$ cat src/poram_ram.sv
module poram_ram #(
  parameter int WIDTH = 8,
  parameter int DEPTH = 16
) (
  input  logic                                  clk_i,
  input  logic                                  we_i,
  input  logic [(DEPTH > 1 ? $clog2(DEPTH) : 1)-1:0] waddr_i,
  input  logic [WIDTH-1:0]                      wdata_i,
  input  logic [(DEPTH > 1 ? $clog2(DEPTH) : 1)-1:0] raddr_i,
  output logic [WIDTH-1:0]                      rdata_o
);

  logic [WIDTH-1:0] mem_q [DEPTH];

  always_ff @(posedge clk_i) begin
    if (we_i) begin
      mem_q[waddr_i] <= wdata_i;
    end
    rdata_o <= mem_q[raddr_i];
  end

endmodule
$ cat config.mk
export PLATFORM = sky130hd
export DESIGN_NAME = poram_ram
export DESIGN_NICKNAME = d
export VERILOG_FILES = /design/src/poram_ram.sv
export SDC_FILE = /design/constraint.sdc
export NUM_CORES = 1
export LEC_CHECK = 0
export CORE_ASPECT_RATIO = 0.8
export CORE_MARGIN = 2
export CORE_UTILIZATION = 50
export CTS_BUF_LIST = sky130_fd_sc_hd__clkbuf_4 sky130_fd_sc_hd__clkbuf_8
export DETAILED_ROUTE_END_ITERATION = 12
export DONT_BUFFER_PORTS = 1
export GPL_TIMING_DRIVEN = 0
export PLACE_DENSITY = 0.74
export RECOVER_POWER = 100
export SLEW_MARGIN = 20
export SYNTH_ARGS = -nofsm -noshare
export SYNTH_HDL_FRONTEND = slang
export SYNTH_SLANG_ARGS = --single-unit
$ cat constraint.sdc
create_clock -name clk_i -period 3.65 [get_ports clk_i]
set_clock_uncertainty 0.05 [all_clocks]
set_input_delay 1.095 -clock clk_i [delete_from_list [all_inputs] [get_ports clk_i]]
set_output_delay 1.095 -clock clk_i [all_outputs]
set_load 0.005 [all_outputs]
* Yosys cells after proc, flatten, opt, wreduce, memory -nomap -nowiden
Memories as Yosys holds them, arrays and structs flattened. A register that Yosys moved wholly into a read port is not among the register bits.
Cells that the tools add are included.
** Word-level totals
- RAM bits :: 128
- Logic and storage cells :: 3
- Output and inout port bits :: 8
- Memories kept :: 1
- Bits of input ports :: 18
- Flip-flop bits (word level) :: 0
** Memory list
- mem_q :: depth 16, width 8, rd ports 1, clocked after Yosys merged registers in 1, write ports 1, line 13 : logic [WIDTH-1:0] mem_q [DEPTH];
** Operators by class
- Mux-type cells :: 2
** Operators by type and width (count)
- $mux 1 :: 2

* Longest topological paths before layout
Gate-level depths: netlist (run 1).
- Depth after elaboration :: 2
- Depth in mapped cells :: 5
- Gate-level depth less buffers :: 3

* Least setup slack after synthesis (run 1)
OpenSTA, ideal clock, no wires.
- Path type :: input to register
- Start point :: in waddr_i[2] (netlist name)
- End point :: mem mem_q[0][0] (enable)
- Path slack :: 1.012 ns
- Stages :: 2
- Setup time :: 0.383 ns
- Buffers on the path :: 0
- Data required time :: 3.217 ns
- Data arrival time :: 2.205 ns
- Cell sequence :: or3b_2 -> nor3_1
** RTL lines
- start, declared :: line 7 : input logic [(DEPTH > 1 ? $clog2(DEPTH) : 1)-1:0] waddr_i,
- end, declared :: line 13
Straight into the memory's write port.

==> results.toml, run 1 <==
[status]
status = "complete, no violations"

[timing]
setup_tns_ns = 0
slew_headroom = 0.1419
slew_violations = 0
finalCritPeriodShare = 0.7167
layout_setup_ws_ns = 1.034
finalSetupViolations = 0
finalHoldViolations = 0
grt_setup_unrepaired = "no"
tightest_slew_ns = 1.277
min_period_ns = 2.616
fmax_ghz = 0.3823

[synthesis]
synth_edf_count = 128
post-synth-top-area-fraction = 0.7467
synth_area_um2 = 5147
synth_area_per_cell_um2 = 22.48
synth.cells.most_frequent = "128 x edfxtp_1, 18 x mux4_2, 16 x a22oi_1"
syn_nets = 247
ys_async_sr_fraction = 0
yosysTopAreaCell = "edfxtp_1"
yosys-top-cells-area = "edfxtp_1 75%, mux4_2 7.9%, mux4_1 7.1%"
synth_seq_area_share = 0.7778
syn_inst = 229
synth.distinct_cells = 19
ys.warnings.count = 0
ys.flop_type = "edfxtp_1"
ys_ff_latch = 136
synthMostInstantiatedCell = "edfxtp_1"

[worst_setup_path]
critical_path.max_fanout = 10
cp_num_buf_inv = 2
cp.required_ns = 3.91
cp_slowest_cell = "clkbuf_1"
cp-end-kind = "flop"
cp_top_family = "buffers and inverters"
cp.arrival_ns = 2.87
worstSetupStartpointType = "input pin"
max_stage_delay_ns = 0.69
path_class = "in2reg"
cp_cell_sequence = "buf_6, clkbuf_1, mux4_2, a22oi_1, nand2_1"

[power_and_ir_drop]
switchingPower_uw = 607.8
combPwrFrac = 0.037
leakage_uw = 0.001866
p_int_uw = 2609
powerDensity_nw_per_um2 = 558.6
ir_drop_mv = 0.5957
clkPwrFrac = 0.417
p_seq_frac = 0.546
netSwitchingFraction = 0.1890
power_uw = 3216

[global_route]
top_usage_layer = "met2"
grt_pass1_vias = 2386
grt_use_met1 = 0.2656
grt_max_degree = 17
grt_pass1_wl_um = 14520
grt_overflow_total = 0
met3_usage = 0.06401
grtUsageTotal = 0.1928
grt_antenna_before_repair = 0
met2_usage = 0.2812

[drt]
vias = 2336
routed_via_density = 5.825
drt-pass1-iter-count = 4
antenna_left = 0
first_iter_violations = 361
wirelength_um = 9674
drc = 0
wire_per_inst_um = 24.12

[clock_network]
clockBufferDepth = 2
path_clk_slew_ns = 0.07
h-tree-depth = 4
cts_made_buffers = 17
cts_resized = 0
postCtsSetupBuffers = 0
clock_latency_ns = 0.43
cts_root_buf = "clkbuf_8"
cts_hold_buf = 0
clock_sinks = 136
cts_tree = "done"

[placed_design]
portBuffers = 0
preCtsSetupSlack_ns = 0.8863
place_congestion = 0.7226
placed_area_um2 = 5343
hpwl_um = 6112
place_inst = 369

[floorplanning]
core_um2 = 10120
ios = 26
core.rowCount = 33
die_area_um2 = 11130
die_w_um = 117.4
die_h_um = 94.75
start_util = 0.5088

[layout]
syn2layout_area_growth_pct = 11.86
nNetsFinal = 266
regArea_um2 = 4004
n_fill_cell = 733
multi_input_area_um2 = 1057
fin_area_um2 = 5758
fin_cells = 401
antenna_cells = 0
layout-drive-gt1-share = 0.2299

[run]
drv_cap = 0

[min_path]
hold_path_class = "reg2reg"
[sequential cells by signal (all words and copies together), names as in the netlist]
register and cells:
rdata_o 8, mem_q 128
[layout make-up]
class | instances | area share
clock inverters | 9 | 0.02564
clock buffers | 23 | 0.05063
plain buffers | 10 | 0.01434
well taps | 140 | 0.03042
flip-flops and latches | 136 | 0.6954
multi-input cells | 83 | 0.1836
[cells in the final DEF (no fill, tap or decap)]
cell type	count
edfxtp_1	128
clkbuf_8	19
mux4_2	18
a22oi_1	16
mux4_1	14
nor2_1	13
nand2_1	9
dfxtp_1	8
nor3_1	4
bufinv_16	4
clkinv_2	4
clkbuf_4	4
buf_6	3
buf_2	3
clkdlybuf4s25_2	3
nand3b_1	2
nand2b_1	2
nor2b_1	1
clkbuf_1	1
and2_1	1
and2b_1	1
nand3_1	1
or3b_2	1
clkinvlp_4	1
[per-stage QoR]
| stage | utilization | hold WS [ns] |
|---|---|---|
| after floorplan | - | 0.5793 |
| after global placement | 0.5262 | 0.6240 |
| after detailed placement | 0.5281 | 0.6347 |
| after CTS | 0.5716 | 0.6543 |
| after global routing | 0.5692 | 0.6750 |
| final | 0.5692 | 0.6529 |
[worst paths after layout]
path,from,end,slack [ns],depth (start not counted)
setup reg to reg,mem_q[1][0]$_DFFE_PP_,rdata_o[0]$_DFF_P_,2.19,3
hold / removal,mem_q[8][3]$_DFFE_PP_,rdata_o[3]$_DFF_P_,0.65,3
hold reg to reg,mem_q[8][3]$_DFFE_PP_,rdata_o[3]$_DFF_P_,0.65,3
setup / recovery,raddr_i[0],rdata_o[2]$_DFF_P_,1.03,5
[per-layer routing]
metal | up-vias | part of all wire
li1 | 1009 | -
met1 | 1215 | 0.45
met3 | 14 | 0.090
met5 | - | 0
met4 | 0 | 0.016
met2 | 98 | 0.45
[cell families after synthesis]
family	share of synthesized area
muxes	0.1502
DFF	0.7778
AOI/OAI and AO/OA	0.02334
and+or+nand+nor	0.03184
buffers and inverters	0.01677
[power by group through the flow]
stage | Combinational (µW) | Sequential [µW] | Clock, µW
after global routing | 128 | 1760 | 1420
final | 119 | 1760 | 1340
after detailed placement | 121 | 1790 | 0
after CTS | 121 | 1760 | 1360
after global placement | 119 | 1790 | 0
after floorplan | 88.6 | 1790 | 0
[tightest hold or removal path: cells and delay by family (launching register included)]
kind               cells  cell delay [ns]
AOI/OAI and AO/OA      1             0.09
DFF                    1             0.32
and+or+nand+nor        1             0.06
muxes                  1             0.21
Note: power is estimated with default switching activity, not from simulation.
==> run 2, diff against run 1 <==
--- a/config.mk
+++ b/config.mk
@@ -5,6 +5,7 @@
 export SDC_FILE = /design/constraint.sdc
 export NUM_CORES = 1
 export LEC_CHECK = 0
+export ABC_AREA = 1
 export CORE_ASPECT_RATIO = 0.8
 export CORE_MARGIN = 2
 export CORE_UTILIZATION = 50
@@ -12,7 +13,7 @@
 export DETAILED_ROUTE_END_ITERATION = 12
 export DONT_BUFFER_PORTS = 1
 export GPL_TIMING_DRIVEN = 0
-export PLACE_DENSITY = 0.74
+export PLACE_DENSITY = 0.77
 export RECOVER_POWER = 100
 export SLEW_MARGIN = 20
 export SYNTH_ARGS = -nofsm -noshare
==> constraint.sdc (replaced) <==
create_clock -name clk_i -period 2.2 [get_ports clk_i]
set_clock_uncertainty 0.05 [all_clocks]
set_input_delay 0.66 -clock clk_i [delete_from_list [all_inputs] [get_ports clk_i]]
set_output_delay 0.66 -clock clk_i [all_outputs]
set_load 0.005 [all_outputs]
==> run 2 against run 1 <==
Net effect: setup slack got worse by 0.47 ns; sequential power up 65%; largest cell class unchanged; sequential share of layout area down 7.4 points; non-clock buffer count rose by 14; register-to-register slack worse by 1.1 ns.
==> results.toml, run 2 <==
[status]
status = "complete, no violations"

[global_route]
met2_usage = 0.3291
grtUsageTotal = 0.2349
met3_usage = 0.08523
grt_antenna_before_repair = 0
grt_pass1_vias = 3659
grt_overflow_total = 0
grt_pass1_wl_um = 20390
top_usage_layer = "met1"
grt_use_met1 = 0.3304
grt_max_degree = 17

[worst_setup_path]
critical_path.max_fanout = 10
reg2reg_depth = 6
cp.required_ns = 2.50
crit_start = "raddr_i[0]"
path_class = "in2reg"
worstSetupStartpointType = "input pin"
r2r_slack_ns = 1.09
cp_num_buf_inv = 2
cp-end-kind = "flop"
critical_path_depth = 7
cp.arrival_ns = 1.94
reg2reg_to = "rdata_o[5]$_DFF_P_"
critPathMostFrequentCell = "nand3_1"
rr_startpoint = "mem_q[10][5]$_DFFE_PP_"
max_stage_delay_ns = 0.47
cp_slowest_cell = "clkbuf_1"
cp_cell_sequence = "inv_1, clkbuf_1, nand2_1, nand3_1, nand3_1, nand3_1, nand2_1"
endpoint = "rdata_o[5]$_DFF_P_"
cp_top_family = "buffers and inverters"

[power_and_ir_drop]
powerDensity_nw_per_um2 = 897.4
ir_drop_mv = 0.6143
leakage_uw = 0.002770

[layout]
n_fill_cell = 942
final_common_cell = "nand2_1"
fin_area_um2 = 6449
largest_reg_flops = 128
regArea_um2 = 4004
nNetsFinal = 588
antenna_cells = 0
fin_cells = 731
layout-drive-gt1-share = 0.09262
syn2layout_area_growth_pct = 11.82
top_register = "mem_q"
reg_top3 = "mem_q (128), rdata_o (8)"
final_cell_mix = "173 x nand2_1, 128 x edfxtp_1, 101 x inv_1, 97 x nand3_1"
multi_input_area_um2 = 1214

[synthesis]
synth_seq_area_share = 0.6943
synth_mux_area_frac = 0
yosys-top-cells-area = "edfxtp_1 67%, nand2_1 11%, nand3_1 8.4%"
synth-simple-area-share = 0.2105
ys.warnings.count = 0
post-synth-top-area-fraction = 0.6665
synth_edf_count = 128
synth_top_family_by_area = "simple AND/OR/NAND/NOR gates"
synthMostInstantiatedCell = "nand2_1"
synth.distinct_cells = 12
yosysTopAreaCell = "edfxtp_1"
synth_adder_area_share = 0
synth_xor_area_frac = 0
synth_area_um2 = 5767
synth_area_per_cell_um2 = 10.47
synth_compound_area_frac = 0
ys.flop_type = "edfxtp_1"
ys_async_sr_fraction = 0
syn_inst = 551
synth.cells.most_frequent = "173 x nand2_1, 128 x edfxtp_1, 100 x inv_1"
syn_nets = 569
ys_ff_latch = 136

[drt]
drt-pass1-iter-count = 5
wire_per_inst_um = 18.35
wirelength_um = 13420
vias = 3913
first_iter_violations = 443
drc = 0
routed_via_density = 5.353
antenna_left = 0

[timing]
fmax_ghz = 0.6106
finalHoldViolations = 0
min_period_ns = 1.638
setup_tns_ns = 0
hold_slack_ns = 0.2340
slew_headroom = 0.3893
finalCritPeriodShare = 0.7444
finalSetupViolations = 0
layout_setup_ws_ns = 0.5623
tightest_slew_ns = 0.9127
slew_violations = 0
grt_setup_unrepaired = "no"

[floorplanning]
core.rowCount = 35
core_um2 = 11390
die_w_um = 124.1
ios = 26
die_h_um = 100.1
start_util = 0.5065
die_area_um2 = 12410

[clock_network]
clock_latency_ns = 0.47
path_clk_slew_ns = 0.08
postCtsSetupBuffers = 0
clock_sinks = 136
h-tree-depth = 4
cts_root_buf = "clkbuf_8"
cts_resized = 0
cts_made_buffers = 17
cts_hold_buf = 0
cts_tree = "done"
clockBufferDepth = 2

[placed_design]
portBuffers = 0
preCtsSetupSlack_ns = 0.1104
placed_area_um2 = 5952
place_inst = 699
hpwl_um = 8711
place_congestion = 0.9184

[run]
drv_cap = 0

[min_path]
hold_path_class = "in2reg"
==> run 2: worst min path at each step <==
stage,start,to,slack [ns],cells past startpoint
6_report,wdata_i[1],mem_q[9][1]$_DFFE_PP_,0.23,0
5_1_grt,wdata_i[1],mem_q[9][1]$_DFFE_PP_,0.21,0
4_1_cts,wdata_i[3],mem_q[1][3]$_DFFE_PP_,0.22,0
3_5_place_dp,mem_q[6][7]$_DFFE_PP_,rdata_o[7]$_DFF_P_,0.61,6
3_3_place_gp,mem_q[6][2]$_DFFE_PP_,rdata_o[2]$_DFF_P_,0.61,6
2_1_floorplan,mem_q[10][0]$_DFFE_PP_,rdata_o[0]$_DFF_P_,0.56,6
==> run 2: layout make-up <==
cell class | count | share of cell area
clock inverters | 13 | 0.03861
well taps | 148 | 0.02872
multi-input cells | 289 | 0.1882
clock buffers | 19 | 0.03861
inverters | 102 | 0.05937
plain buffers | 24 | 0.02561
flip-flops and latches | 136 | 0.6209
==> run 2: through the flow <==
| step | power [µW] | util |
|---|---|---|
| CTS | 5784 | 0.5665 |
| finish | 5787 | 0.5664 |
| global placement | 3254 | 0.5227 |
| floorplan | 3170 | - |
| global route | 5926 | 0.5664 |
| detailed placement | 3262 | 0.5227 |
==> run 2: routing by layer <==
metal / vias to the layer above / wire length, µm
li1: 1811 / -
met1: 1835 / 5471
met2: 239 / 5931
met3: 28 / 1653
met4: 0 / 361
met5: - / 0
==> run 2: cell families (layout without fill, tap and decap cells) <==
kind of cell	Yosys count	in the layout
flip-flops	136	136
AND/OR/NAND/NOR	289	289
buffers and inverters	126	158
==> run 2: power by group <==
| group | total [µW] | internal [µW] | leakage, µW | switching (µW) |
|---|---|---|---|---|
| Sequential | 2910 | 2890 | 0.00122 | 19.7 |
| Clock | 2570 | 1600 | 0.000249 | 974 |
| Combinational | 300 | 91.2 | 0.00130 | 209 |
==> run 3, diff against run 2 <==
--- a/config.mk
+++ b/config.mk
@@ -13,7 +13,7 @@
 export DETAILED_ROUTE_END_ITERATION = 12
 export DONT_BUFFER_PORTS = 1
 export GPL_TIMING_DRIVEN = 0
-export PLACE_DENSITY = 0.77
+export PLACE_DENSITY = 0.74
 export RECOVER_POWER = 100
 export SLEW_MARGIN = 20
 export SYNTH_ARGS = -nofsm -noshare
==> constraint.sdc (replaced) <==
create_clock -name clk_i -period 1.72 [get_ports clk_i]
set_clock_uncertainty 0.05 [all_clocks]
set_input_delay 0.516 -clock clk_i [delete_from_list [all_inputs] [get_ports clk_i]]
set_output_delay 0.516 -clock clk_i [all_outputs]
set_load 0.005 [all_outputs]
==> run 3 against run 2 <==
Net effect: sequential power rose by 28%; combinational power rose by 30%; non-clock buffer count did not move; cell area fell by 1.0%; hold slack got worse by 0.13 ns; global-route usage rose by 0.46 points; register-to-register slack got worse by 0.48 ns; die area did not move.
==> results.toml, run 3 (synthesis gave the netlist of run 2 again) <==
[placed_design]
place_congestion = 0.8929
hpwl_um = 8895
portBuffers = 0
place_inst = 699
placed_area_um2 = 5952

[power_and_ir_drop]
clkPwrFrac = 0.409
netSwitchingFraction = 0.2188
ir_drop_mv = 0.5839
powerDensity_nw_per_um2 = 1091
switchingPower_uw = 1524
combPwrFrac = 0.056
p_int_uw = 5443
power_uw = 6968
leakage_uw = 0.002739
p_seq_frac = 0.535

[worst_setup_path]
reg2reg_depth = 6
max_stage_delay_ns = 0.75
reg2reg_to = "rdata_o[4]$_DFF_P_"
cp.required_ns = 1.74
r2r_slack_ns = 0.61
cp-end-kind = "flop"
cp_slowest_cell = "nor2_1"
cp.arrival_ns = 1.50
critical_path.max_fanout = 8
path_class = "in2reg"
rr_startpoint = "mem_q[10][4]$_DFFE_PP_"
cp_num_buf_inv = 0
cp_cell_sequence = "nand3b_1, nor2_1"
cp_top_family = "simple AND/OR/NAND/NOR gates"
worstSetupStartpointType = "input pin"

[floorplanning]
start_util = 0.5065
core_um2 = 11390
die_area_um2 = 12410
die_w_um = 124.1
ios = 26
core.rowCount = 35
die_h_um = 100.1

[layout]
largest_reg_flops = 128
final_common_cell = "nand2_1"
reg_top3 = "mem_q (128), rdata_o (8)"
fin_cells = 731
syn2layout_area_growth_pct = 10.70
fin_area_um2 = 6384
nNetsFinal = 588
antenna_cells = 0
n_fill_cell = 995
layout-drive-gt1-share = 0.09434
top_register = "mem_q"
final_cell_mix = "173 x nand2_1, 128 x edfxtp_1, 100 x inv_1, 97 x nand3_1"

[min_path]
min_to = "mem_q[9][2]$_DFFE_PP_"
min_from = "wdata_i[2]"
hold_depth = 0
hold_path_class = "in2reg"

[drt]
wirelength_um = 13720
drc = 0
antenna_left = 0
vias = 3879
drt-pass1-iter-count = 5
first_iter_violations = 534
wire_per_inst_um = 18.77
routed_via_density = 5.306

[timing]
finalCritPeriodShare = 0.8587
slew_headroom = 0.3768
slew_violations = 0
fmax_ghz = 0.6770
tightest_slew_ns = 0.9314
grt_setup_unrepaired = "no"
finalSetupViolations = 0
min_period_ns = 1.477
finalHoldViolations = 0

[clock_network]
cts_resized = 0
clock_sinks = 136
h-tree-depth = 4
path_clk_slew_ns = 0.08
cts_tree = "done"
cts_root_buf = "clkbuf_8"
clock_latency_ns = 0.45
cts_made_buffers = 17
postCtsSetupBuffers = 0
clockBufferDepth = 2
cts_hold_buf = 0

[global_route]
grt_pass1_wl_um = 20640
grt_pass1_vias = 3623
grt_max_degree = 17
grt_antenna_before_repair = 0
grtUsageTotal = 0.2395
grt_overflow_total = 0

[status]
status = "complete, no violations"

[run]
drv_cap = 0
## run 3: changes by cell type in the layout (fill, tap and decap cells not counted)
cell and change:
inv_1 -1, inv_6 -1, inv_2 +1, bufinv_16 -3, clkbuf_4 +1, clkinv_4 +3
## run 3: how the worst max path moves through the flow
stage                          start                     end  depth (start not counted)
final                     waddr_i[3]   mem_q[6][5]$_DFFE_PP_                          2
after global placement    waddr_i[3]   mem_q[7][0]$_DFFE_PP_                          2
after global routing      raddr_i[0]      rdata_o[1]$_DFF_P_                          7
after floorplan           waddr_i[2]  mem_q[10][0]$_DFFE_PP_                          2
after CTS                 waddr_i[3]   mem_q[7][4]$_DFFE_PP_                          2
after detailed placement  waddr_i[3]   mem_q[7][3]$_DFFE_PP_                          2
## run 3: final cells by class
type                       instances  area (µm²)  area share
buffer                            24       165.2     0.02587
tap                              148       185.2     0.02901
clock inverter                    12       176.4     0.02764
inverter                         102       382.9     0.05998
clock buffer                      20       256.5     0.04018
multi-input combinational        289        1214      0.1901
sequential                       136        4004      0.6272
## run 3: routing by layer
metal / wire length [µm] / up-vias / track usage
met4: 365 / 0 / 0.1063
met5: 0 / - / 0
li1: - / 1808 / -
met2: 6027 / 213 / 0.3359
met3: 1527 / 30 / 0.07273
met1: 5799 / 1828 / 0.3455
## run 3: power groups by stage
stage	Clock [µW]	Combinational [µW]	Sequential, µW
final	2850	389	3730
after global routing	3020	424	3730
after CTS	2880	382	3730
after detailed placement	0	379	3800
after global placement	0	374	3800
after floorplan	0	261	3790
## run 3: stage by stage
step	hold WS [ns]	setup TNS, ns	utilization	worst slack, ns
after detailed placement	0.5657	-12.53	0.5227	-0.2015
final	0.1027	0	0.5607	0.2430
after floorplan	0.5574	0	-	0.2032
after CTS	0.09147	0	0.5608	0.2673
after global routing	0.07630	0	0.5607	0.1879
after global placement	0.5656	-9.685	0.5227	-0.2099
